File: config.mk
export PLATFORM = sky130hd
export DESIGN_NAME = gtsa_head_flat
export DESIGN_NICKNAME = d
export VERILOG_FILES = /design/src/rtl/core/gtsa_pkg.sv /design/src/rtl/core/gtsa_req_if.sv /design/src/rtl/core/gtsa_head.sv /design/src/flat_wrapper.sv
export SDC_FILE = /design/constraint.sdc
export NUM_CORES = 1
export LEC_CHECK = 0
export ABC_AREA = 1
export ABC_CLOCK_PERIOD_IN_PS = 2100
export BUFFER_PORTS_ARGS = -buffer_cell sky130_fd_sc_hd__buf_2
export CORE_MARGIN = 3
export CORE_UTILIZATION = 35
export DETAILED_ROUTE_END_ITERATION = 7
export PLACE_DENSITY_LB_ADDON = 0.12
export SLEW_MARGIN = 20
export SYNTH_ARGS = -nofsm -noshare
export SYNTH_HDL_FRONTEND = slang
export SYNTH_SLANG_ARGS = --single-unit
export TNS_END_PERCENT = 100
File: constraint.sdc
create_clock -name clock -period 2.1 [get_ports clock]
set_clock_uncertainty 0.1 [all_clocks]
set_input_delay 0.21 -clock clock [delete_from_list [all_inputs] [get_ports clock]]
set_output_delay 0.21 -clock clock [all_outputs]
set_load 0.005 [all_outputs]
File: src/rtl/core/gtsa_pkg.sv
`timescale 1ns / 1ps
// ----------------------------------------------------------------------------
// gtsa_pkg: shared types and constants
// Field widths, status codes and the token that walks the slot cell chain.
// ----------------------------------------------------------------------------
package gtsa_pkg;

   localparam int GEN_W    = 32;
   localparam int ID_W     = 32;
   localparam int TAG_W    = 64;
   localparam int EPOCH_W  = 32;
   localparam int MODE_W   = 2;
   localparam int STATUS_W = 3;
   localparam int COUNT_W  = 7;
   localparam int TSLOT_W  = 32;

   localparam logic [GEN_W-1:0] GEN_MAX = '1;

   localparam logic [MODE_W-1:0] MODE_RESERVE  = 2'd0;
   localparam logic [MODE_W-1:0] MODE_COMPLETE = 2'd1;
   localparam logic [MODE_W-1:0] MODE_SHUTDOWN = 2'd2;

   typedef enum logic [STATUS_W-1:0] {
      ST_READY     = 3'd0,
      ST_CLOSED    = 3'd1,
      ST_INVALID   = 3'd2,
      ST_EXHAUSTED = 3'd3,
      ST_BUSY      = 3'd4,
      ST_STALE     = 3'd5
   } status_type;

   typedef enum logic [1:0] {
      OP_RESERVE,
      OP_COMPLETE,
      OP_SHUTDOWN,
      OP_REJECT
   } op_type;

   // One operation in flight; done means a cell (or the head) already decided it.
   typedef struct packed {
      logic             valid;
      logic             done;
      op_type           op;
      status_type       status;
      logic [GEN_W-1:0] gen;
      logic [ID_W-1:0]  ident;
   } token_type;

endpackage

File: src/rtl/core/gtsa_req_if.sv
`timescale 1ns / 1ps
// ----------------------------------------------------------------------------
// gtsa_req_if: request channel
// Valid/ready channel carrying one allocator command.
// ----------------------------------------------------------------------------
interface gtsa_req_if
   import gtsa_pkg::*;
();
   logic                 valid;
   logic                 ready;
   logic [MODE_W-1:0]    mode;
   logic                 request_ok;
   logic                 key_ok;
   logic [EPOCH_W-1:0]   request_epoch;
   logic [ID_W-1:0]      identity_payload;
   logic [TAG_W-1:0]     tag_in;

   modport source (
      output valid, mode, request_ok, key_ok, request_epoch, identity_payload, tag_in,
      input  ready
   );
   modport sink (
      input  valid, mode, request_ok, key_ok, request_epoch, identity_payload, tag_in,
      output ready
   );
endinterface

File: src/rtl/core/gtsa_head.sv
`timescale 1ns / 1ps
// ----------------------------------------------------------------------------
// gtsa_head: command entry stage
// Holds epoch and admission state, screens commands and launches a token.
// ----------------------------------------------------------------------------
module gtsa_head
   import gtsa_pkg::*;
#(
   parameter  int SLOTS  = 64,
   localparam int SLOT_W = $clog2(SLOTS)
) (
   input  logic              clock,
   input  logic              reset,
   input  logic              adv,
   gtsa_req_if.sink          req,
   output token_type         tok_o,
   output logic [SLOT_W-1:0] slot_o
);

   logic               closed_ff, closed_in;
   logic [EPOCH_W-1:0] epoch_ff, epoch_in;
   token_type          tok_ff, tok_in;
   logic [SLOT_W-1:0]  slot_ff, slot_in;

   assign req.ready = adv;
   assign tok_o     = tok_ff;
   assign slot_o    = slot_ff;

   always_comb begin
      closed_in    = closed_ff;
      epoch_in     = epoch_ff;
      tok_in       = '0;
      tok_in.valid = req.valid;
      tok_in.done  = 1'b1;
      tok_in.op    = OP_REJECT;
      tok_in.status = ST_INVALID;
      tok_in.gen   = req.tag_in[TAG_W-1:TSLOT_W];
      tok_in.ident = req.identity_payload;
      slot_in      = req.tag_in[SLOT_W-1:0];
      if (req.valid) begin
         unique case (req.mode)
            MODE_RESERVE: begin
               tok_in.op = OP_RESERVE;
               priority if (closed_ff) begin
                  tok_in.status = ST_CLOSED;
               end else if (!req.request_ok || !req.key_ok ||
                            req.request_epoch != epoch_ff) begin
                  tok_in.status = ST_INVALID;
               end else begin
                  tok_in.status = ST_BUSY;
                  tok_in.done   = 1'b0;
               end
            end
            MODE_COMPLETE: begin
               tok_in.op     = OP_COMPLETE;
               tok_in.status = ST_STALE;
               // zero generation or out-of-range slot never reaches the cells
               tok_in.done   = (req.tag_in[TAG_W-1:TSLOT_W] == '0) ||
                               (req.tag_in[TSLOT_W-1:0] >= TSLOT_W'(SLOTS));
            end
            MODE_SHUTDOWN: begin
               tok_in.op     = OP_SHUTDOWN;
               tok_in.status = ST_READY;
               closed_in     = 1'b1;
               epoch_in      = epoch_ff + EPOCH_W'(1);
            end
            default: begin
               tok_in.op     = OP_REJECT;
               tok_in.status = ST_INVALID;
            end
         endcase
      end
   end

   always_ff @(posedge clock) begin
      if (reset) begin
         closed_ff <= 1'b0;
         epoch_ff  <= '0;
         tok_ff    <= '0;
         slot_ff   <= '0;
      end else if (adv) begin
         closed_ff <= closed_in;
         epoch_ff  <= epoch_in;
         tok_ff    <= tok_in;
         slot_ff   <= slot_in;
      end
   end

endmodule

File: src/flat_wrapper.sv
// flat-port wrapper written by rule: the top's interface ports become plain ports
module gtsa_head_flat import gtsa_pkg::*;
#(
   parameter  int SLOTS  = 64,
   localparam int SLOT_W = $clog2(SLOTS)
)
  (clock, reset, adv, tok_o, slot_o, req_valid, req_mode, req_request_ok, req_key_ok, req_request_epoch, req_identity_payload, req_tag_in, req_ready);
  gtsa_req_if req_i ();
  input  logic clock;
  input  logic reset;
  input  logic adv;
  output token_type tok_o;
  output logic [SLOT_W-1:0] slot_o;
  input wire logic [$bits(req_i.valid)-1:0] req_valid;
  input wire logic [$bits(req_i.mode)-1:0] req_mode;
  input wire logic [$bits(req_i.request_ok)-1:0] req_request_ok;
  input wire logic [$bits(req_i.key_ok)-1:0] req_key_ok;
  input wire logic [$bits(req_i.request_epoch)-1:0] req_request_epoch;
  input wire logic [$bits(req_i.identity_payload)-1:0] req_identity_payload;
  input wire logic [$bits(req_i.tag_in)-1:0] req_tag_in;
  output wire logic [$bits(req_i.ready)-1:0] req_ready;
  assign req_i.valid = req_valid;
  assign req_i.mode = req_mode;
  assign req_i.request_ok = req_request_ok;
  assign req_i.key_ok = req_key_ok;
  assign req_i.request_epoch = req_request_epoch;
  assign req_i.identity_payload = req_identity_payload;
  assign req_i.tag_in = req_tag_in;
  assign req_ready = req_i.ready;
  gtsa_head #(.SLOTS(SLOTS)) u_core (.clock(clock), .reset(reset), .adv(adv), .req(req_i), .tok_o(tok_o), .slot_o(slot_o));
endmodule
**Yosys cells after proc, flatten, opt, wreduce, memory -nomap -nowiden**

Index checks and enable logic that the tools add are counted.

- Eq/ne operators: 3
- $add $sub $neg: 1
- Magnitude comparators: 1
- Muxes and demuxes: 7
- Reductions and logical operators: 8

Operators with widths:

| cell | count |
|---|---|
| 32-bit by 1-bit adder with 32-bit output, second input constant | 1 |
| 32-bit by 7-bit >= comparator with 1-bit output, second input constant | 1 |
| 32-bit logical NOT | 1 |
| 32-bit inequality test | 1 |
| 5-bit case mux with 3 select lines | 1 |
| 3-bit 2-to-1 mux | 2 |
| 6-bit 2-to-1 mux | 1 |
| 1-bit logical OR | 3 |
| 3-bit AND reduction | 1 |
| 2-bit by 1-bit equality test with 1-bit output, second input constant | 1 |
| 2-bit equality test, second input constant | 1 |
| 1-bit logical NOT | 2 |
| 2-bit logical NOT | 1 |
| 1-bit 2-to-1 mux | 2 |
| 1-bit case mux with 2 select lines | 1 |

- Bits in registers: 110
- Input bits: 136
- Output and inout bits: 78

**Depth between registers and ports, before layout**

Gate-level depths: netlist of the first run.

- Depth in word-level cells: 7
- Depth in mapped cells: 13
- Gate-level depth less buffers: 12

**Worst setup path before layout of the first run**

No wires, ideal clock.

- Kind: input to register
- Start point: input req_mode[0]
- End point: register u_core.epoch_ff[21]
- Data arrival time: 1448 ps
- Setup time: 120 ps
- Cell stages on the path: 11
- Data required time: 1880 ps
- Path slack: 432 ps
- Cell sequence: inv_1 -> ha_1 -> inv_1 -> nor2_8 -> inv_1 -> nor2_2 -> nand2_1 -> nor2_1 -> nand4_1 -> o21ai_0 -> a21oi_1

- Longest elaborated chain between the ends: 2

RTL lines:

| element | RTL line | RTL |
|---|---|---|
| from (decl) | flat_wrapper.sv:15 | `input wire logic [$bits(req_i.mode)-1:0] req_mode;` |
| 2-bit equality test | gtsa_head.sv:41 | `unique case (req.mode)` |
| 3-bit AND reduction (no source line) | n/a |  |
| to (signal assigned) | gtsa_head.sv:83 | `epoch_ff <= epoch_in;` |
| to (decl) | gtsa_head.sv:21 | `logic [EPOCH_W-1:0] epoch_ff, epoch_in;` |

Every way passes these cells.
A chain may end at the register's enable or synchronous reset.

**Final worst setup path of the first run**

- Start point: register u_core.epoch_ff[11]
- End point: register u_core.epoch_ff[29]

- Longest elaborated chain between the ends: 1

RTL lines:

| element | RTL line | RTL |
|---|---|---|
| 32-bit by 1-bit adder with 32-bit output | gtsa_head.sv:65 | `epoch_in = epoch_ff + EPOCH_W'(1);` |

Every way passes these cells.

==> flow_summary.toml, run 1 <==
[clock_tree]
cts-root-buf = "clkbuf_16"
cts.sinks = 110
cts_tree = "yes"
cts_setup_buffers = 0
clk_pin_slew_ps = 70
htreeDepth = 3
cts_made_buffers = 9
clk_latency_ps = 350
cts_buffer_depth = 2

[detailed_routing]
ant_nets = 0
drt-vias-per-instance = 4.69
drc_errors = 0
drt_iter0_drc = 293
via_count = 5646
totalWireLength_um = 16400
wl_per_cell_um = 13.6
dr.pass1.iters = 4

[synthesis]
synthArstFlopShare_pct = 0
synth_top_flop_cell = "dfxtp_1"
synth-seq-cells = 110
synth_top_area_share_pct = 43.2
ys_warn_count = 0
yosysUniqueCellTypes = 33
synth_area_leaders = "dfxtp_1 (43%), nor2_1 (15%), o21ai_0 (9.2%)"
syn_nets = 888
synth_edf_count = 0
synth_common_cells = "nor2_1 (205), nand2_1 (116), dfxtp_1 (110), o21ai_0 (94), inv_1 (66)"
synth_most_common_cell = "nor2_1"
synth-seq-area-share_pct = 43.2
syn_avg_cell_area_um2 = 6.82
synth_top_cell_by_area = "dfxtp_1"
syn_inst = 747
syn_area_mm2 = 0.00510

[job]
drv_cap = 0

[timing]
drv_slew = 0
fin_ws_ps = 301
period_needed_ps = 1800
finalSetupTns_ps = 0
clock.fmax_mhz = 556
finalHoldViolations = 0
rsz0062_at_grt = "no"
fin_crit_sh_pct = 85.6
relSlewSlack_pct = 53.7
setup_viol = 0
worst_pin_slew_ps = 694

[placement]
port_buffers = 213
dp_hpwl_um = 11600
routabilityCongestion = 0.821
placedInstanceArea_mm2 = 0.00637
dp_slack_ps = 90.2

[worst_setup_path]
end_kind = "flip-flop"
cp.arrival_ps = 1970
start_kind = "flip-flop"
critPathKind = "flip-flop to flip-flop"
worst_ep_required_time_ps = 2270
cp_max_fo = 5
r2r_start = "u_core.epoch_ff[11]"
startpoint = "u_core.epoch_ff[11]"

[floorplanning]
pin_count = 214
die_w_um = 127
coreArea_mm2 = 0.0140
placementRows = 43
start_util_pct = 36.3
fp.dieH_um = 127
die_area_mm2 = 0.0160

[layout]
areaGrowthSynthToFinish_pct = 44.0
fill_cells = 1393
layout.nets = 1159
design_area_mm2 = 0.00734
diodes = 0
layout-drive-gt1-share_pct = 25.3

[pwr]
switchingPower_mw = 1.19
p_comb_share_pct = 14.1
pwr-share-seq_pct = 48.0
clock_power_share_pct = 37.9
internal_power_mw = 3.47
peakVddDrop_uv = 443
p_sw_share_pct = 25.5
p_per_area_mw_per_mm2 = 635
leakagePower_nw = 3.42

[outcome]
status = "finished clean"

[grt]
grt_use_total_pct = 20.7
antenna_found_initial = 0
grt_max_degree = 77
grt_pass1_vias = 5672
grt_pass1_wl_um = 27200
grt_overflow_total = 0

[hold_path]
hp-class = "primary input to flip-flop"
hold_start = "req_tag_in[40]"
-- final timing paths --
kind                    endpoint  slack, ps  cells after the start
max reg2reg  u_core.epoch_ff[29]        300                      7
min reg2reg     u_core.tok_o[70]        360                      2
min             u_core.tok_o[40]         20                      3
max          u_core.epoch_ff[29]        300                      7
-- sequential cells by signal (all words and copies together), names as in the netlist --
| signal | flops |
|---|---|
| u_core.tok_o | 71 |
| u_core.epoch_ff | 32 |
| u_core.slot_o | 6 |
| u_core.closed_ff | 1 |
-- cells by family (layout without fill, tap and decap cells) --
group | after synthesis | count (layout) | share of synthesized area [%]
xor+xnor | 18 | 18 | 3.09
compound gates | 127 | 127 | 12.7
simple gates | 390 | 390 | 32.6
fa+ha+maj | 5 | 5 | 1.23
flops | 110 | 110 | 43.2
buf+inv | 97 | 373 | 7.24
-- routing by layer --
metal / global-route usage (%) / up-vias / wire length, um
li1: - / 2928 / -
met1: 24.7 / 2508 / 6940
met2: 35.6 / 176 / 8010
met3: 6.27 / 34 / 1030
met4: 6.88 / 0 / 395
met5: 0 / - / 0
-- cells in the final DEF, fill, tap and decap left out, drive strengths merged, types with 5 or more instances in the layout --
| cell | synthesis | final |
|---|---|---|
| buf | 3 | 223 |
| clkbuf | 26 | 9 |
| nor3 | 13 | 13 |
| ha | 5 | 5 |
| nand4 | 14 | 14 |
| nand2 | 119 | 119 |
| nor2 | 213 | 213 |
| nand3 | 15 | 15 |
| inv | 67 | 72 |
| xor2 | 9 | 9 |
| a21oi | 27 | 27 |
| dlygate4sd3 | 0 | 66 |
| dfxtp | 110 | 110 |
| o21ai | 95 | 95 |
| nor4 | 12 | 12 |
| xnor2 | 9 | 9 |
-- repair_timing --
action                    in CTS  in global routing
hold buffers                  66                  0
hold endpoints to repair      66                  0
gates resized for setup        0                  0
-- area by class of cell --
type / count / area (um^2) / share of cell area (%)
inverters: 68 / 255 / 3.48
flip-flops and latches: 110 / 2200 / 30.0
repair buffers: 289 / 1830 / 24.9
clock buffers: 9 / 225 / 3.07
well taps: 180 / 225 / 3.07
multi-input cells: 540 / 2530 / 34.4
clock inverters: 7 / 77.6 / 1.06
-- worst max-delay path, stage by stage, from the launching register on --
cell	delay, ps
dfxtp_1	410
inv_1	130
nor3_1	270
nand4_1	190
nor2_2	180
nand2_1	110
o21ai_0	160
nor3b_1	190
-- power by group through the flow --
stage               sequential, mW  combinational, mW  clock (mW)
CTS                           2.23              0.659        1.83
global placement              2.28              0.562           0
finish                        2.24              0.659        1.76
floorplan                     2.29              0.236           0
global route                  2.25              0.745        1.91
detailed placement            2.28              0.563           0
-- through the flow --
step	power [mW]	hold slack, ps	utilization (%)	std cells
floorplan	2.53	245	-	747
global placement	2.84	334	45.4	1121
detailed placement	2.84	337	45.4	1121
CTS	4.73	2.89	52.3	1203
global route	4.91	25.7	52.3	1203
finish	4.66	23.0	52.3	1203
Note: power is estimated with default switching activity, not from simulation.
==> run 2: changes to the inputs <==
--- a/config.mk
+++ b/config.mk
@@ -6,10 +6,11 @@
 export NUM_CORES = 1
 export LEC_CHECK = 0
 export ABC_AREA = 1
-export ABC_CLOCK_PERIOD_IN_PS = 2100
+export ABC_CLOCK_PERIOD_IN_PS = 1500
 export BUFFER_PORTS_ARGS = -buffer_cell sky130_fd_sc_hd__buf_2
 export CORE_MARGIN = 3
 export CORE_UTILIZATION = 35
+export CTS_CLUSTER_SIZE = 16
 export DETAILED_ROUTE_END_ITERATION = 7
 export PLACE_DENSITY_LB_ADDON = 0.12
 export SLEW_MARGIN = 20
==> constraint.sdc (replaced) <==
create_clock -name clock -period 1.5 [get_ports clock]
set_clock_uncertainty 0.1 [all_clocks]
set_input_delay 0.15 -clock clock [delete_from_list [all_inputs] [get_ports clock]]
set_output_delay 0.15 -clock clock [all_outputs]
set_load 0.005 [all_outputs]
==> run 2 against run 1 <==
  * The flow now finishes with violations (negative setup slack)
  * Via count grew 7.4%
  * Flip-flop and latch count is the same
  * Global-route usage grew 1.1 points
  * Setup slack lost 410 ps
  * First-iteration DRC count grew 13%
  * Cell area grew 17%
  * Cell count grew 8.5%
  * Clock-buffer cell count is the same
  * Maximum frequency grew 12%
  * Critical path type unchanged
  * Largest power group unchanged
==> flow_summary.toml, run 2 (synthesis results as in run 1) <==
[pwr]
switchingPower_mw = 1.74
p_sw_share_pct = 26.2
leakagePower_nw = 4.05
peakVddDrop_uv = 515
internal_power_mw = 4.90
p_comb_share_pct = 14.8
p_per_area_mw_per_mm2 = 776
clock_power_share_pct = 38.2
pwr-share-seq_pct = 47.0

[detailed_routing]
wl_per_cell_um = 13.5
totalWireLength_um = 17600
dr.pass1.iters = 5
drc_errors = 0
drt_iter0_drc = 331
via_count = 6064
ant_nets = 0
drt-vias-per-instance = 4.65

[clock_tree]
cts.sinks = 110
cts_made_buffers = 9
clk_latency_ps = 350
cts_tree = "yes"
htreeDepth = 3
clk_pin_slew_ps = 80
cts-root-buf = "clkbuf_16"
cts_buffer_depth = 2

[timing]
period_needed_ps = 1610
worst_pin_slew_ps = 387
fin_ws_ps = -110
clock.fmax_mhz = 621
fin_crit_sh_pct = 107
setup_viol = 18
finalHoldViolations = 0
relSlewSlack_pct = 74.2
drv_slew = 0
rsz0062_at_grt = "yes"
whs_ps = 127

[layout]
final_cell_mix = "buf_2 (213), nor2_1 (188), nand2_1 (101)"
layout-drive-gt1-share_pct = 40.1
final_common_cell = "buf_2"
areaGrowthSynthToFinish_pct = 67.9
layout.nets = 1261
largest_reg_flops = 71
diodes = 0
instances_no_fill = 1305

[floorplanning]
coreArea_mm2 = 0.0140
die_area_mm2 = 0.0160
placementRows = 43
start_util_pct = 36.3
pin_count = 214
die_w_um = 127
fp.dieH_um = 127

[worst_setup_path]
cp_max_fo = 5
start_kind = "flip-flop"
rr_worst_depth = 9
path_cells = "ha_4 -> nand3_4 -> nor2_4 -> nand2_4 -> nor2_4 -> nand2_2 -> nor2_2 -> xnor2_1 -> nor2_1"
critPathMostFrequentCell = "nor2_4"
cp.arrival_ps = 1750
end_kind = "flip-flop"
slowest_stage = "dfxtp_4"
slowest_delay_ps = 400
critPathKind = "flip-flop to flip-flop"
worst_ep_required_time_ps = 1640

[grt]
grt_max_degree = 74
grt_pass1_vias = 6148
antenna_found_initial = 0
grt_pass1_wl_um = 28800
grt_use_total_pct = 21.8
grt_overflow_total = 0

[placement]
routabilityCongestion = 0.850
port_buffers = 213
placed_cells = 1208
dp_hpwl_um = 12200

[hold_path]
worstHoldPathCells = 4
hp-class = "primary input to flip-flop"

[outcome]
violations = "negative setup slack"
status = "finished, violations left"

[job]
drv_cap = 0
-- run 2: layout make-up --
type,count,area (um^2)
Fill cell,1232,5480
Multi-Input combinational cell,540,2860
Timing Repair Buffer,391,2630
Sequential cell,110,2250
Inverter,68,274
Clock buffer,9,225
Tap cell,180,225
Clock inverter,7,90.1
-- run 2: through the flow --
step	power (mW)	worst slack, ps	cell area (um^2)	utilization [%]	TNS, ps
final	6.64	-110	8560	60.9	-1080
after global routing	6.92	-254	8560	60.9	-3480
after CTS	6.68	-80.9	8360	59.5	-608
after detailed placement	4.01	-273	7120	50.7	-4510
after global placement	4.01	-263	7120	50.7	-3970
after floorplan	3.54	-20.0	5180	-	-38.7
-- run 2: path summary, 6_finish.rpt --
check	slack, ps	endpoint	startpoint
worst min register to register	370	u_core.tok_o[70]	u_core.tok_o[70]
worst max-delay path	-110	u_core.epoch_ff[22]	u_core.epoch_ff[0]
worst min-delay path	130	u_core.epoch_ff[18]	reset
worst max register to register	-110	u_core.epoch_ff[22]	u_core.epoch_ff[0]
-- run 2: power groups by stage --
stage               Clock (mW)  Combinational, mW  Sequential [mW]
detailed placement           0              0.820             3.19
CTS                       2.59              0.969             3.12
floorplan                    0              0.336             3.21
global placement             0              0.818             3.19
finish                    2.54              0.986             3.12
global route              2.67               1.11             3.14
-- run 2: metal layers --
| metal | up-vias | track usage [%] | wire length, um |
|---|---|---|---|
| li1 | 3133 | - | - |
| met1 | 2724 | 26.5 | 7620 |
| met2 | 173 | 37.9 | 8560 |
| met3 | 34 | 4.25 | 964 |
| met4 | 0 | 8.45 | 480 |
| met5 | - | 0 | 0 |
-- run 2: worst max-delay path: cells and delay by family (launching register included) --
family / cells / cell delay, ps
xor gates and xnor gates: 1 / 120
and+or+nand+nor: 7 / 720
adders and majority gates: 1 / 170
DFF: 1 / 400
-- run 2: what timing repair did --
| item | CTS | global route |
|---|---|---|
| endpoints found under the setup margin | 22 | 25 |
| hold buffers | 70 | 0 |
| pin swaps | 31 | 25 |
| endpoints found under the hold margin | 70 | 0 |
| buffers inserted | 9 | 3 |
| gates resized for setup | 63 | 50 |
| gates cloned | 0 | 0 |
==> run 3: changes to the inputs <==
--- a/config.mk
+++ b/config.mk
@@ -9,7 +9,7 @@
 export ABC_CLOCK_PERIOD_IN_PS = 1500
 export BUFFER_PORTS_ARGS = -buffer_cell sky130_fd_sc_hd__buf_2
 export CORE_MARGIN = 3
-export CORE_UTILIZATION = 35
+export CORE_UTILIZATION = 43
 export CTS_CLUSTER_SIZE = 16
 export DETAILED_ROUTE_END_ITERATION = 7
 export PLACE_DENSITY_LB_ADDON = 0.12
==> run 3 against run 2 <==
  * The run still ends with negative setup slack left
  * Sequential power hardly changed
  * Via count increased by 4.7%
  * Clock power rose by 12%
  * Utilization increased by 14 points
  * Flip-flop and latch count is the same
  * Global-route usage rose by 5.3 points
  * Sequential share of layout area down 0.25 points
  * Register-to-register slack worse by 20 ps
  * Power increased by 5.4%
  * First-iteration DRC count up 10%
  * Non-clock buffer count rose by 11
  * Cell count fell by 2.0%
  * Largest cell class unchanged
  * Largest power group unchanged
==> flow_summary.toml, run 3 (synthesis results as in run 1) <==
[timing]
period_needed_ps = 1630
finalSetupTns_ps = -1040
relSlewSlack_pct = 73.7
drv_slew = 0
worst_pin_slew_ps = 392
fin_ws_ps = -131
setup_viol = 15
clock.fmax_mhz = 613
rsz0062_at_grt = "yes"
fin_crit_sh_pct = 109
finalHoldViolations = 0

[clock_tree]
clk_latency_ps = 360
cts_tree = "yes"
htreeDepth = 3
cts-root-buf = "clkbuf_16"
cts_made_buffers = 9
cts_buffer_depth = 2
cts.sinks = 110
clk_pin_slew_ps = 80

[layout]
instances_no_fill = 1279
fin_util_pct = 75.4
areaGrowthSynthToFinish_pct = 70.3
largest_reg_flops = 71
final_common_cell = "buf_2"
diodes = 0
layout.nets = 1272
final_cell_mix = "buf_2 (213), nor2_1 (191), buf_4 (104)"
layout-drive-gt1-share_pct = 40.4

[job]
drv_cap = 0

[floorplanning]
die_area_mm2 = 0.0132
pin_count = 214
placementRows = 39
die_w_um = 115
fp.dieH_um = 115
start_util_pct = 44.3
coreArea_mm2 = 0.0115

[detailed_routing]
dr.pass1.iters = 4
drc_errors = 0
ant_nets = 0
via_count = 6347
totalWireLength_um = 18900
wl_per_cell_um = 14.8
drt_iter0_drc = 364
drt-vias-per-instance = 4.96

[worst_setup_path]
path_cells = "inv_1 -> nor3_2 -> nand4_1 -> nor2_4 -> nand4_1 -> o21ai_1 -> nor2_1"
end_kind = "flip-flop"
worst_ep_required_time_ps = 1660
start_kind = "flip-flop"
critPathMostFrequentCell = "nand4_1"
cp_top_family = "simple AND/OR/NAND/NOR gates"
slowest_stage = "dfxtp_2"
critical_path_buf_inv_count = 1
slowest_delay_ps = 380
cp_max_fo = 4
critPathKind = "flip-flop to flip-flop"
cp.arrival_ps = 1790

[placement]
placed_cells = 1186
dp_hpwl_um = 12000
routabilityCongestion = 0.885
port_buffers = 213

[grt]
grt_overflow_total = 0
antenna_found_initial = 0
grt_pass1_wl_um = 28700
grt_pass1_vias = 6060
grt_use_total_pct = 27.1
grt_max_degree = 76

[pwr]
pwr-share-seq_pct = 44.5
switchingPower_mw = 1.75
power.total_mw = 7.00
p_comb_share_pct = 14.9
p_sw_share_pct = 25.0
clock_power_share_pct = 40.5
leakagePower_nw = 4.15
peakVddDrop_uv = 679
p_per_area_mw_per_mm2 = 807
internal_power_mw = 5.25

[hold_path]
hp-class = "primary input to flip-flop"

[outcome]
violations = "negative setup slack"
status = "finished, violations left"
[run 3: area by class of cell]
class                      count  area [um^2]
clock buffer                   9          225
clock inverter                 7          128
fill                         836         2840
inverter                      68          274
multi-input combinational    540         2840
sequential                   110         2260
tap                          143          179
timing repair buffer         402         2780
[run 3: per-layer routing]
layer | vias to the layer above | global-route usage (%) | wire length, um | share of wire (%)
met2 | 245 | 47.3 | 9620 | 51
met4 | 0 | 10.9 | 515 | 2.7
met3 | 36 | 5.53 | 1250 | 6.6
li1 | 3155 | - | - | -
met1 | 2911 | 32.5 | 7510 | 40
met5 | - | 0 | 0 | 0
[run 3: final timing paths]
| path | endpoint | depth (start not counted) | startpoint | slack [ps] |
|---|---|---|---|---|
| setup / recovery | u_core.epoch_ff[25] | 7 | u_core.epoch_ff[12] | -130 |
| hold / removal | u_core.epoch_ff[2] | 4 | reset | 130 |
| setup reg to reg | u_core.epoch_ff[25] | 7 | u_core.epoch_ff[12] | -130 |
| hold reg to reg | u_core.closed_ff | 2 | u_core.closed_ff | 370 |
[run 3: timing repair]
action	in CTS	in global routing
endpoints found under the setup margin	19	24
setup buffers	5	4
hold buffers	70	0
hold endpoints to repair	70	0
pin swaps	32	29
gates resized for setup	56	59
[run 3: metrics by stage]
step / cell area (um^2) / setup WS [ps] / hold WS, ps
floorplan: 5180 / -20.0 / 185
global placement: 7230 / -253 / 271
detailed placement: 7230 / -290 / 279
CTS: 8480 / -74.3 / 123
global route: 8680 / -235 / 165
finish: 8680 / -131 / 133
[run 3: power groups by stage]
stage          clock, mW  combinational [mW]  sequential [mW]
3_5_place_dp           0               0.860             3.19
3_3_place_gp           0               0.849             3.19
2_1_floorplan          0               0.336             3.21
5_1_grt             2.99                1.15             3.14
6_report            2.84                1.04             3.12
4_1_cts             2.86                1.01             3.12
[run 3: worst min-delay path: stages]
cell and delay (ps):
buf_2 90, inv_2 140, nand2_1 120, nor2_1 40
