===== src/rtl/core/gtsa_pkg.sv =====
`timescale 1ns / 1ps
// ----------------------------------------------------------------------------
// gtsa_pkg: shared types and constants
// Field widths, status codes and the token that walks the slot cell chain.
// ----------------------------------------------------------------------------
package gtsa_pkg;

   localparam int GEN_W    = 32;
   localparam int ID_W     = 32;
   localparam int TAG_W    = 64;
   localparam int EPOCH_W  = 32;
   localparam int MODE_W   = 2;
   localparam int STATUS_W = 3;
   localparam int COUNT_W  = 7;
   localparam int TSLOT_W  = 32;

   localparam logic [GEN_W-1:0] GEN_MAX = '1;

   localparam logic [MODE_W-1:0] MODE_RESERVE  = 2'd0;
   localparam logic [MODE_W-1:0] MODE_COMPLETE = 2'd1;
   localparam logic [MODE_W-1:0] MODE_SHUTDOWN = 2'd2;

   typedef enum logic [STATUS_W-1:0] {
      ST_READY     = 3'd0,
      ST_CLOSED    = 3'd1,
      ST_INVALID   = 3'd2,
      ST_EXHAUSTED = 3'd3,
      ST_BUSY      = 3'd4,
      ST_STALE     = 3'd5
   } status_type;

   typedef enum logic [1:0] {
      OP_RESERVE,
      OP_COMPLETE,
      OP_SHUTDOWN,
      OP_REJECT
   } op_type;

   // One operation in flight; done means a cell (or the head) already decided it.
   typedef struct packed {
      logic             valid;
      logic             done;
      op_type           op;
      status_type       status;
      logic [GEN_W-1:0] gen;
      logic [ID_W-1:0]  ident;
   } token_type;

endpackage


===== src/rtl/core/gtsa_cell.sv =====
`timescale 1ns / 1ps
// ----------------------------------------------------------------------------
// gtsa_cell: one slot of the allocation table
// Holds active bit, generation and identity; resolves a passing token.
// ----------------------------------------------------------------------------
module gtsa_cell
   import gtsa_pkg::*;
#(
   parameter  int SLOTS      = 64,
   parameter  int IDENT_BITS = 32,
   parameter  int IDX        = 0,
   localparam int SLOT_W     = $clog2(SLOTS)
) (
   input  logic              clock,
   input  logic              reset,
   input  logic              adv,
   input  logic              cfg_we,
   input  logic [GEN_W-1:0]  cfg_gen,
   input  token_type         tok_i,
   input  logic [SLOT_W-1:0] slot_i,
   output token_type         tok_o,
   output logic [SLOT_W-1:0] slot_o
);

   logic                  active_ff, active_in;
   logic [GEN_W-1:0]      gen_ff, gen_in;
   logic [IDENT_BITS-1:0] ident_ff;
   logic                  ident_we;
   token_type             tok_ff, tok_in;
   logic [SLOT_W-1:0]     slot_ff, slot_in;

   assign tok_o  = tok_ff;
   assign slot_o = slot_ff;

   always_comb begin
      active_in = active_ff;
      gen_in    = gen_ff;
      ident_we  = 1'b0;
      tok_in    = tok_i;
      slot_in   = slot_i;
      if (tok_i.valid && !tok_i.done) begin
         unique case (tok_i.op)
            OP_RESERVE: begin
               // first free cell along the chain is the lowest free slot
               if (!active_ff) begin
                  tok_in.done = 1'b1;
                  if (gen_ff == GEN_MAX) begin
                     tok_in.status = ST_EXHAUSTED;
                  end else begin
                     gen_in        = gen_ff + GEN_W'(1);
                     active_in     = 1'b1;
                     ident_we      = 1'b1;
                     tok_in.gen    = gen_ff + GEN_W'(1);
                     tok_in.status = ST_READY;
                     slot_in       = SLOT_W'(IDX);
                  end
               end
            end
            OP_COMPLETE: begin
               if (slot_i == SLOT_W'(IDX)) begin
                  tok_in.done = 1'b1;
                  if (active_ff && gen_ff == tok_i.gen) begin
                     active_in     = 1'b0;
                     tok_in.ident  = ID_W'(ident_ff);
                     tok_in.status = ST_READY;
                  end
               end
            end
            default: begin
            end
         endcase
      end
   end

   always_ff @(posedge clock) begin
      if (reset) begin
         active_ff <= 1'b0;
         gen_ff    <= '0;
         tok_ff    <= '0;
         slot_ff   <= '0;
      end else begin
         // tokens keep moving with the rest of the chain during a csr write
         if (adv) begin
            active_ff <= active_in;
            tok_ff    <= tok_in;
            slot_ff   <= slot_in;
         end
         if (cfg_we) begin
            gen_ff <= cfg_gen;
         end else if (adv) begin
            gen_ff <= gen_in;
         end
      end
   end

   always_ff @(posedge clock) begin
      if (adv && ident_we) begin
         ident_ff <= IDENT_BITS'(tok_i.ident);
      end
   end

endmodule


===== config.mk =====
export PLATFORM = sky130hd
export DESIGN_NAME = gtsa_cell
export DESIGN_NICKNAME = d
export VERILOG_FILES = /design/src/rtl/core/gtsa_pkg.sv /design/src/rtl/core/gtsa_cell.sv
export SDC_FILE = /design/constraint.sdc
export NUM_CORES = 1
export LEC_CHECK = 0
export ABC_AREA = 1
export ABC_CLOCK_PERIOD_IN_PS = 3400
export BUFFER_PORTS_ARGS = -buffer_cell sky130_fd_sc_hd__buf_2
export CORE_UTILIZATION = 30
export CTS_BUF_LIST = sky130_fd_sc_hd__clkbuf_4 sky130_fd_sc_hd__clkbuf_8 sky130_fd_sc_hd__clkbuf_16
export DETAILED_ROUTE_END_ITERATION = 12
export PLACE_DENSITY = 0.55
export SLEW_MARGIN = 20
export SYNTH_ARGS = -nofsm -noshare
export SYNTH_HDL_FRONTEND = slang
export SYNTH_SLANG_ARGS = --single-unit

===== constraint.sdc =====
create_clock -name clock -period 3.4 [get_ports clock]
set_input_delay 0 -clock clock [delete_from_list [all_inputs] [get_ports clock]]
set_output_delay 0 -clock clock [all_outputs]
set_load 0.01 [all_outputs]

== Word level (Yosys, flattened, before mapping) ==
Index checks and enable logic that the tools add are counted.
Storage, ports and cells
  flip-flop bits (word level): 142
  output and inout bits: 77
  word-level logic and storage cells: 63
Operators by class
  reduce and logical (&&, ||, !) cells: 12
  mux-type cells: 33
  equality and inequality tests: 7
  $add $sub $neg: 1
Operators by type and width (count)
  two-way mux 32 bit: 11
  two-way mux 67 bit: 1
  two-way mux 35 bit: 1
  adder 32 x 1 -> 32 bit (second input constant): 1
  equality test 32 bit: 1
  equality test 32 bit (second input constant): 1
  two-way mux 6 bit: 4
  two-way mux 1 bit: 10
  AND reduction 5 bit: 2
  != test 2 bit (second input constant): 4
  nonzero test 2 bit: 4
  zero test 6 bit: 1
  two-way mux 3 bit: 2
  case mux 3 bit (2 select lines): 1
  case mux 1 bit (2 select lines): 2
  logical AND 1 bit: 3
  equality test 2 x 1 -> 1 bit (second input constant): 1
  zero test 2 bit: 1
  two-way mux 2 bit: 1
  zero test 1 bit: 1

== Longest topological paths before layout ==
Gate-level depths: netlist of the first run.
  word-level depth: 7
  mapped depth: 14
  mapped depth without buffers: 13

== Least setup slack after synthesis of the first run ==
Ideal clock, no wire load.
  path type: reg-to-reg
  start: register gen_ff[0]
  end: register ident_ff[0], enable pin
  arrival: 2.054 ns
  data required time: 3.013 ns
  cell stages (with the launch flop): 12
  buffers on the path: 1
  setup slack: 0.960 ns
  path through: dfxtp_1 -> ha_1 -> nand2_1 -> nor2_1 -> nand2_1 -> nor2_4 -> nand3b_1 -> nand2_2 -> inv_2 -> nand2_4 -> buf_8 -> inv_1
Between the ends
  word-level cells in the longest chain between the ends: 6
Ends and longest elaborated chain
  from (decl): line gtsa_cell.sv:26  | logic [GEN_W-1:0] gen_ff, gen_in;
  from (signal assigned): line gtsa_cell.sv:89  | gen_ff <= cfg_gen;
  from (signal assigned): line gtsa_cell.sv:91  | gen_ff <= gen_in;
  equality test 32 bit: line gtsa_cell.sv:47  | if (gen_ff == GEN_MAX) begin
  two-way mux 1 bit: line gtsa_cell.sv:47
  two-way mux 1 bit: line gtsa_cell.sv:45  | if (!active_ff) begin
  two-way mux 1 bit: line gtsa_cell.sv:42  | unique case (tok_i.op)
  two-way mux 1 bit: line gtsa_cell.sv:41  | if (tok_i.valid && !tok_i.done) begin
  logical AND 1 bit: line gtsa_cell.sv:97  | if (adv && ident_we) begin
  to (signal assigned): line gtsa_cell.sv:98  | ident_ff <= IDENT_BITS'(tok_i.ident);
  to (decl): line gtsa_cell.sv:27  | logic [IDENT_BITS-1:0] ident_ff;
Every way passes these cells.
A chain may end at the register's enable or synchronous reset.

== Worst setup path in the final report of the first run ==
  start: register gen_ff[0]
  end: register gen_ff[1]
Between the ends
  word-level cells in the longest chain between the ends: 7
  elaborated cells on any way between the ends: 10
Ends and longest elaborated chain
  adder 32 x 1 -> 32 bit: line gtsa_cell.sv:50  | gen_in = gen_ff + GEN_W'(1);
  two-way mux 32 bit: line gtsa_cell.sv:47
  two-way mux 32 bit: line gtsa_cell.sv:45
  two-way mux 32 bit: line gtsa_cell.sv:42
  two-way mux 32 bit: line gtsa_cell.sv:41
  two-way mux 32 bit: line gtsa_cell.sv:90  | end else if (adv) begin
  two-way mux 32 bit: line gtsa_cell.sv:88  | if (cfg_we) begin
Several ways; a longest one is shown, not always the timed one. The select of a mux whose other input is x is not followed.

==> impl_results.md, run 1 <==
* PD cells at 441 nW/µm²
* Die Ht at 164 µm
* CP endpoint kind: flip-flop
* Root Driver: clkbuf_16
* Peak supply drop at 0.296 mV
* WP buf/inv at 1
* Hold Path Class: in2reg
* Fin Setup TNS at 0 ps
* Period minus WS final at 2780 ps
* DR WL/cell at 15.2 µm
* RR Startpoint: gen_ff[0]
* Met1 GRT Util at 27.2%
* Max-slew headroom at 48.6%
* Netlist Area Pre-Place at 7850 µm²
* Final Setup Violations at 0
* Power share of the combinational group at 13.3%
* Syn Area/Cell at 6.65 µm²
* Fillers at 2,762
* Mapped Nets at 1,295
* Critical Path Max Stage Delay at 440 ps
* EDFF count, synth at 32
* Die ar. at 26,800 µm²
* Clk Latency, worst-skew pair at 430 ps
* CTS tree: yes
* Worst EP required at 3690 ps
* Top Ports at 190
* Worst-path cell chain: ha_1 -> nand2_1 -> nor2_1 -> nand2_1 -> nor2_4 -> nand3b_1 -> nand2_2 -> inv_2 -> nand2_4 -> nand2_4 -> nand2_1 -> a21oi_1
* Primary FF master, synth: dfxtp_1
* Longest Clk Path Bufs at 2
* Peak Freq at 359 MHz
* Startpoint Class: flip-flop
* Initial antenna violation count at 0
* Switch share at 26.8%
* R2r endpoint: gen_ff[1]
* Final estimated routing congestion in global placement at 0.948
* Sequential power share at 40.0%
* RSZ-0062 raised after global routing: no
* Crit path max fanout at 34
* Remaining DRCs at 0
* Leak Pwr at 4.89 nW
* Vias in the first global route at 7,926
* Async SR Flop Fraction at 0%
* First-pass GRT wire length at 42.1 mm
* Final hold violations at 0
* Largest net degree at the start of global routing at 57
* GRT met3 Usage at 3.76%
* GRT Util Overall at 20.2%
* Crit path kind: reg2reg
* FF+latch count, synth at 142
* Yosys cell types at 37
* Register area share after synthesis at 40.3%
* Initial drt markers at 547
* Reg-to-reg slack, setup at 620 ps
* Clk pwr share at 46.7%
* Max-slew violations at 0
* Drt first pass iters at 6
* Starting Density at 30.9%
* Global-route layer with the greatest usage: met2
* Worst-path clk slew at 70 ps
* Status: complete, no violations
* Clock Sinks at 142
* Critical Path Start: gen_ff[0]
* Slowest cell on crit path: dfxtp_1
* Crit-path most repeated cell: nand2_1
* Grt total ovfl at 0
* Final worst path period share at 81.9%
* Final Skew at 11.2 ps
* Detailed Route WL at 26.9 mm
* Internal at 3.40 mW
* Rows at 58
* Via-to-Cell Ratio at 4.71
* Core ar. at 25,400 µm²
* Inserted Diodes at 0
* Ys Warns at 0
* Actual slew at the worst max-slew pin at 764 ps
* Vias at 8,321
* Area grow syn2layout at 34.2%
* CTS Buf Count at 17
* Nets@finish at 1,539
* Die Width at 164 µm
* Final ANT Viol Nets at 0
* Psw at 1.24 mW
* H-tree levels at 4
* Met2 global-route usage at 33.0%
* Critical Path End: gen_ff[1]
* Crit-path leading delay family: simple AND/OR/NAND/NOR gates
* Max-Cap Viols at 0
* Worst path arrival time at 3070 ps
* DP HPWL at 19.3 mm
* Port Buf Inserts at 189
* FF-to-FF path depth at 12
* Crit path depth at 12
* Total power at 4.65 mW
* Syn Inst Count at 1,181
* Share of cells above drive strength 1 at 17.5%
==> per-stage QoR <==
stage                     setup WS, ps  cells  instance area (µm²)  hold slack (ps)  utilization (%)
final                              616   1768                10500             1.82             41.5
after global routing               450   1768                10500             26.7             41.5
after CTS                          683   1768                10500             3.50             41.5
after detailed placement           705   1647                 8970              198             35.3
after global placement             705   1647                 8970              193             35.3
after floorplan                    960   1181                 7850             98.9                -
==> power groups by stage <==
stage | Combinational [mW] | Sequential [mW] | Clock (mW)
5_1_grt | 0.693 | 1.87 | 2.29
6_report | 0.617 | 1.86 | 2.17
2_1_floorplan | 0.297 | 1.91 | 0
3_3_place_gp | 0.536 | 1.89 | 0
4_1_cts | 0.618 | 1.86 | 2.21
3_5_place_dp | 0.536 | 1.89 | 0
==> layer usage <==
| metal | wire length, µm | up-vias |
|---|---|---|
| met2 | 12200 | 275 |
| li1 | - | 4247 |
| met4 | 448 | 0 |
| met1 | 12800 | 3770 |
| met3 | 1560 | 29 |
| met5 | 0 | - |
==> final cells by class <==
type / count / area (µm²) / share of cell area, %
Clock buffer: 17 / 425 / 4.04
Multi-Input combinational cell: 822 / 3780 / 35.9
Sequential cell: 142 / 3160 / 30.0
Inverter: 151 / 567 / 5.38
Clock inverter: 15 / 246 / 2.34
Tap cell: 330 / 413 / 3.92
Timing Repair Buffer: 291 / 1940 / 18.4
==> registers in the layout, summed over array words and instances (netlist names) <==
signal     flops
tok_o         71
slot_o         6
active_ff      1
ident_ff      32
gen_ff        32
==> layout by cell type, fill, tap and decap left out, drive strengths merged, types with 5 or more instances in the layout <==
master	instances
nand2	395
buf	202
inv	159
a21oi	124
dfxtp	110
nand3	95
dlygate4sd3	89
nor2	77
nand4	35
o21ai	35
edfxtp	32
xor2	26
clkbuf	17
nor3	12
xnor2	5
bufinv	5
==> logic make-up after synthesis <==
logic type | after synthesis | share of synthesized area [%]
AO/OA/AOI/OAI | 171 | 11.2
AND/OR/NAND/NOR | 619 | 33.3
flip-flops | 142 | 40.3
buffers and inverters | 217 | 11.6
XOR/XNOR | 31 | 3.46
adder cells (fa/ha/maj) | 1 | 0.159
==> worst min-delay path: cells and delay by family <==
kind | cells | cell delay, ps
AO/OA/AOI/OAI | 1 | 60
buffers and inverters | 2 | 170
AND/OR/NAND/NOR | 2 | 150
==> worst min-delay path by stage <==
stage,startpoint,to,slack (ps),depth (start not counted)
2_1_floorplan,tok_i[0],ident_ff[0],100,0
3_3_place_gp,tok_i[4],ident_ff[4],190,1
3_5_place_dp,tok_i[27],ident_ff[27],200,1
4_1_cts,tok_i[40],tok_o[40],3,5
5_1_grt,tok_i[40],tok_o[40],30,5
6_report,tok_i[45],tok_o[45],2,5
==> cells in the mapped netlist, drive strengths merged (5+ instances only) <==
library cell  count  area share, %
o21ai            35            2.2
nand4            35            2.8
nor2             77            3.9
clkbuf           44            2.1
nor3             12           0.91
dfxtp           110             28
buf              22            2.2
nand2           395             19
nand3            95            6.1
xor2             26            2.9
xnor2             5           0.56
inv             151            7.2
edfxtp           32             12
a21oi           124            7.9
==> repair_timing <==
action | in CTS | in global routing
setup buffers | 0 | 0
hold endpoints to repair | 121 | 0
hold buffers | 89 | 0
resized for setup | 0 | 0
(Power assumes the default switching activity.)
==> run 2, diff against run 1 <==
- ABC_CLOCK_PERIOD_IN_PS: 3400 -> 2500
- PLACE_DENSITY: 0.55 -> 0.57
- clock period: 3.4 -> 2.5 ns (I/O delays scaled with it)
==> run 2 against run 1 <==
  * Sequential power rose by 35%
  * Via count up 0.95%
  * Clock power rose by 17%
  * Worst hold slack improved by 2.5 ps
  * Die area is the same
  * Global-route usage is 0.37 points higher
  * Power increased by 27%
  * Critical path depth down 1
  * Cell area is 0.82% higher
  * Cell count rose by 0.85%
  * Routed wire length increased by 1.5%
  * Largest power group unchanged
==> impl_results.md, run 2 (synthesis gave the netlist of run 1 again) <==
* Switch share at 28.6% (was 26.8%)
* Die ar. at 26,800 µm² (unchanged)
* Worst path arrival time at 2400 ps (was 3070 ps)
* Most frequent cells in the layout: 390 x nand2_1, 188 x buf_2, 146 x inv_1 (unchanged)
* Grt total ovfl at 0 (unchanged)
* Internal at 4.23 mW (was 3.40 mW)
* Die Width at 164 µm (unchanged)
* Area grow syn2layout at 35.3% (was 34.2%)
* Core ar. at 25,400 µm² (unchanged)
* Actual slew at the worst max-slew pin at 543 ps (was 764 ps)
* Port Buf Inserts at 189 (unchanged)
* Share of cells above drive strength 1 at 18.2% (was 17.5%)
* Peak supply drop at 0.418 mV (was 0.296 mV)
* Longest Clk Path Bufs at 2 (unchanged)
* Worst EP required at 2640 ps (was 3690 ps)
* Final Setup Violations at 0 (unchanged)
* Clk Latency, worst-skew pair at 430 ps (about the same)
* Remaining DRCs at 0 (unchanged)
* Largest net degree at the start of global routing at 64 (was 57)
* Detailed Route WL at 27.3 mm (was 26.9 mm)
* Critical Path Max Stage Delay at 430 ps (was 440 ps)
* Drt first pass iters at 7 (was 6)
* Initial antenna violation count at 0 (unchanged)
* Starting Density at 30.9% (unchanged)
* Via-to-Cell Ratio at 4.71 (about the same)
* Crit path max fanout at 32 (was 34)
* Slowest cell on crit path: dfxtp_1 (unchanged)
* H-tree levels at 4 (unchanged)
* Max-slew headroom at 63.8% (was 48.6%)
* DR WL/cell at 15.3 µm (was 15.2 µm)
* Rows at 58 (unchanged)
* PD cells at 557 nW/µm² (was 441 nW/µm²)
* Final worst path period share at 90.2% (was 81.9%)
* Crit-path most repeated cell: nand2_1 (unchanged)
* Total power at 5.92 mW (was 4.65 mW)
* Root Driver: clkbuf_16 (unchanged)
* CTS tree: yes (unchanged)
* Period minus WS final at 2260 ps (was 2780 ps)
* RSZ-0062 raised after global routing: no (unchanged)
* Final Skew at 16.2 ps (was 11.2 ps)
* DP HPWL at 19.7 mm (was 19.3 mm)
* First-pass GRT wire length at 42.5 mm (was 42.1 mm)
* Post-CTS setup buffers at 0 (unchanged)
* Most common cell after layout, fill and taps aside: nand2_1 (unchanged)
* Vias at 8,400 (was 8,321)
* Final core occ at 41.8% (was 41.5%)
* Psw at 1.69 mW (was 1.24 mW)
* Die Ht at 164 µm (unchanged)
* Clock Sinks at 142 (unchanged)
* Startpoint Class: flip-flop (unchanged)
* Top Ports at 190 (unchanged)
* Max-Cap Viols at 0 (unchanged)
* Clk pwr share at 42.8% (was 46.7%)
* Vias in the first global route at 7,922 (was 7,926)
* Leak Pwr at 4.93 nW (was 4.89 nW)
* Largest register FFs at 71 (unchanged)
* Worst-path clk slew at 70 ps (about the same)
* Worst-path cell chain: ha_1 -> nand2_1 -> nor2_1 -> nand2_1 -> nor2_4 -> nand3b_1 -> nand2_2 -> inv_2 -> nand2_4 -> inv_1 -> buf_6 (was ha_1 -> nand2_1 -> nor2_1 -> nand2_1 -> nor2_4 -> nand3b_1 -> nand2_2 -> inv_2 -> nand2_4 -> nand2_4 -> nand2_1 -> a21oi_1)
* Initial drt markers at 708 (was 547)
* Crit path kind: reg2reg (unchanged)
* Max-slew violations at 0 (unchanged)
* Inserted Diodes at 0 (unchanged)
* Final ANT Viol Nets at 0 (unchanged)
* Sequential power share at 42.6% (was 40.0%)
* Fillers at 2,703 (was 2,762)
* Peak Freq at 443 MHz (was 359 MHz)
* GRT Util Overall at 20.6% (was 20.2%)
* WHS at 4.36 ps (was 1.82 ps)
* CTS Buf Count at 17 (unchanged)
* CP endpoint kind: flip-flop (unchanged)
* Nets@finish at 1,554 (was 1,539)
* Hold Path Class: in2reg (unchanged)
* Fin Setup TNS at 0 ps (unchanged)
* Status: complete, no violations (unchanged)
* Power share of the combinational group at 14.5% (was 13.3%)
* Final hold violations at 0 (unchanged)
* Final estimated routing congestion in global placement at 0.908 (was 0.948)
==> run 2: cell types whose count changed in the layout (fill, tap and decap cells not counted), sizes merged <==
cell	previous run	this run
buf	202	215
inv	159	160
dlygate4sd3	89	91
clkinvlp	1	3
clkinv	1	2
bufinv	5	1
==> run 2: worst paths after layout <==
path	endpoint	slack (ps)	start	cells after the start
worst max-delay path	ident_ff[18]	240	gen_ff[0]	11
worst min-delay path	tok_o[62]	4	tok_i[62]	5
worst max register to register	ident_ff[18]	240	gen_ff[0]	11
worst min register to register	slot_o[5]	460	slot_o[5]	2
==> run 2: timing repair <==
| item | CTS | global route |
|---|---|---|
| hold buffers | 91 | 0 |
| setup endpoints to repair | 0 | 3 |
| gates resized for setup | 0 | 3 |
| endpoints found under the hold margin | 121 | 0 |
==> run 2: layout make-up <==
class                   count  area (µm²)  area share (%)
inverters                 151         567            5.34
clock buffers              17         425            4.00
well taps                 330         413            3.89
repair buffers            306        2110            19.9
multi-input cells         822        3790            35.7
clock inverters            15         149            1.40
flip-flops and latches    142        3160            29.8
==> run 2: power by group through the flow <==
| stage | clock, mW | sequential, mW | combinational [mW] |
|---|---|---|---|
| after global placement | 0 | 2.57 | 0.742 |
| after floorplan | 0 | 2.59 | 0.404 |
| after global routing | 2.71 | 2.54 | 0.961 |
| after detailed placement | 0 | 2.57 | 0.746 |
| final | 2.54 | 2.52 | 0.859 |
| after CTS | 2.59 | 2.52 | 0.860 |
==> run 2: worst max-delay path: cells and delay by family (launching register included) <==
kind	cells	cell delay, ps
adders and majority gates	1	240
buffers and inverters	3	350
DFF	1	430
and+or+nand+nor	7	930
==> run 2: layer usage <==
layer  vias up  GRT usage [%]  part of all wire [%]
met1      3839           27.7                    47
met4         0           4.59                  0.95
met2       265           33.8                    47
met5         -              0                     0
met3        22           4.24                   5.7
li1       4274              -                     -
==> run 2: metrics by stage <==
stage / area, µm² / cells / setup slack, ps
after floorplan: 7850 / 1181 / 59.8
after global placement: 9120 / 1660 / 310
after detailed placement: 9120 / 1660 / 217
after CTS: 10600 / 1783 / 206
after global routing: 10600 / 1783 / 54.6
final: 10600 / 1783 / 244
==> run 3, diff against run 2 <==
- HOLD_SLACK_MARGIN: not set -> 0.03
==> run 3 against run 2 <==
  * Cell count increased by 0.84%
  * Largest cell class unchanged
  * Power increased by 0.31%
  * Sequential cell count unchanged
  * Worst hold slack improved by 42 ps
  * Die area unchanged
  * Setup slack about the same
==> impl_results.md, run 3 (synthesis gave the netlist of run 1 again) <==
* Status: complete, no violations (unchanged)
* PD cells at 551 nW/µm² (was 557 nW/µm²)
* Area grow syn2layout at 37.2% (was 35.3%)
* Worst-path clk slew at 60 ps (was 70 ps)
* Peak supply drop at 0.420 mV (was 0.418 mV)
* Crit path max fanout at 32 (unchanged)
* Hold Path Class: in2reg (unchanged)
* Slowest cell on crit path: dfxtp_1 (unchanged)
* Die ar. at 26,800 µm² (unchanged)
* Crit path kind: reg2reg (unchanged)
* Worst Hold Depth at 2 (was 5)
* Core ar. at 25,400 µm² (unchanged)
* Longest Clk Path Bufs at 2 (unchanged)
* Grt total ovfl at 0 (unchanged)
* CTS Buf Count at 17 (unchanged)
* Port Buf Inserts at 189 (unchanged)
* Most frequent cells in the layout: 390 x nand2_1, 188 x buf_2, 146 x inv_1 (unchanged)
* CP endpoint kind: flip-flop (unchanged)
* Leak Pwr at 4.99 nW (was 4.93 nW)
* Clk Latency, worst-skew pair at 430 ps (about the same)
* Startpoint Class: flip-flop (unchanged)
* Final ANT Viol Nets at 0 (unchanged)
* Die Width at 164 µm (unchanged)
* DR WL/cell at 15.3 µm (about the same)
* Critical Path Max Stage Delay at 430 ps (about the same)
* Most common cell after layout, fill and taps aside: nand2_1 (unchanged)
* Final estimated routing congestion in global placement at 0.908 (unchanged)
* Remaining DRCs at 0 (unchanged)
* Via-to-Cell Ratio at 4.70 (was 4.71)
* Top Ports at 190 (unchanged)
* Rows at 58 (unchanged)
* Max-slew headroom at 63.4% (was 63.8%)
* Inserted Diodes at 0 (unchanged)
* FF-to-FF path depth at 11 (unchanged)
* Reg-to-reg slack, setup at 240 ps (about the same)
* First-pass GRT wire length at 42.8 mm (was 42.5 mm)
* Largest net degree at the start of global routing at 64 (unchanged)
* Post-CTS setup buffers at 0 (unchanged)
* Drt first pass iters at 5 (was 7)
* H-tree levels at 4 (unchanged)
* RR Startpoint: gen_ff[0] (unchanged)
* Initial drt markers at 688 (was 708)
* Peak Freq at 443 MHz (about the same)
* Clock Sinks at 142 (unchanged)
* Worst EP required at 2650 ps (was 2640 ps)
* Worst path arrival time at 2410 ps (was 2400 ps)
* Fin Setup TNS at 0 ps (unchanged)
* Final hold violations at 0 (unchanged)
* Final Setup Violations at 0 (unchanged)
* GRT Util Overall at 20.7% (was 20.6%)
* Final Skew at 17.5 ps (was 16.2 ps)
* RSZ-0062 raised after global routing: no (unchanged)
* Max-Cap Viols at 0 (unchanged)
* Nets@finish at 1,569 (was 1,554)
* Crit-path most repeated cell: nand2_1 (unchanged)
* Final worst path period share at 90.2% (about the same)
* Die Ht at 164 µm (unchanged)
* Vias at 8,444 (was 8,400)
* R2r endpoint: ident_ff[6] (was ident_ff[18])
* Share of cells above drive strength 1 at 18.1% (was 18.2%)
* Largest register FFs at 71 (unchanged)
* Worst-path cell chain: ha_1 -> nand2_1 -> nor2_1 -> nand2_1 -> nor2_4 -> nand3b_1 -> nand2_2 -> inv_2 -> nand2_4 -> inv_1 -> buf_6 (unchanged)
* Max-slew violations at 0 (unchanged)
* Actual slew at the worst max-slew pin at 549 ps (was 543 ps)
* Initial antenna violation count at 0 (unchanged)
* Root Driver: clkbuf_16 (unchanged)
* CTS tree: yes (unchanged)
* Starting Density at 30.9% (unchanged)
* Final core occ at 42.4% (was 41.8%)
* Period minus WS final at 2260 ps (about the same)
* Critical Path Start: gen_ff[0] (unchanged)
* Vias in the first global route at 7,982 (was 7,922)
* DP HPWL at 19.7 mm (unchanged)
* Critical Path End: ident_ff[6] (was ident_ff[18])
* Detailed Route WL at 27.4 mm (was 27.3 mm)
==> run 3: per-layer routing <==
metal | global-route usage (%) | vias to the layer above | share of wire, %
met5 | 0 | - | 0
met4 | 4.59 | 0 | 0.98
met3 | 4.34 | 25 | 5.7
met2 | 34.1 | 254 | 47
met1 | 27.7 | 3856 | 47
li1 | - | 4309 | -
==> run 3: worst min-delay path by stage <==
stage	startpoint	to	slack, ps
floorplan	tok_i[0]	ident_ff[0]	100
global placement	tok_i[24]	ident_ff[24]	190
detailed placement	tok_i[30]	ident_ff[30]	190
CTS	tok_i[38]	tok_o[38]	40
global route	reset	tok_o[51]	40
finish	reset	tok_o[51]	50
==> run 3: repair_timing <==
item | CTS | global route
hold buffers | 106 | 0
endpoints found under the setup margin | 0 | 3
hold endpoints to repair | 136 | 0
resized for setup | 0 | 3
==> run 3: stage by stage <==
stage	cells	setup WS (ps)	power, mW	hold WS [ps]	instance area, µm²
after CTS	1798	206	5.99	37.1	10800
after detailed placement	1660	217	3.32	195	9120
after global routing	1798	54.6	6.23	43.1	10800
after floorplan	1181	59.8	3.00	98.9	7850
final	1798	245	5.94	46.2	10800
after global placement	1660	310	3.31	194	9120
==> run 3: worst max-delay path: cells and delay by family, from the launching register on <==
kind,cells,cell delay [ps]
fa+ha+maj,1,240
flops,1,430
simple gates,7,940
buf+inv,3,360
==> run 3: cell type report <==
type,count,area (µm²)
Fill cell,2682,14600
Multi-Input combinational cell,822,3790
Sequential cell,142,3160
Timing Repair Buffer,321,2260
Inverter,151,567
Clock buffer,17,425
Tap cell,330,413
Clock inverter,15,149
==> run 3: power breakdown <==
part	switching, mW	internal [mW]	total (mW)
logic	0.487	0.391	0.878
registers	0.0758	2.45	2.52
clock network	1.13	1.40	2.54
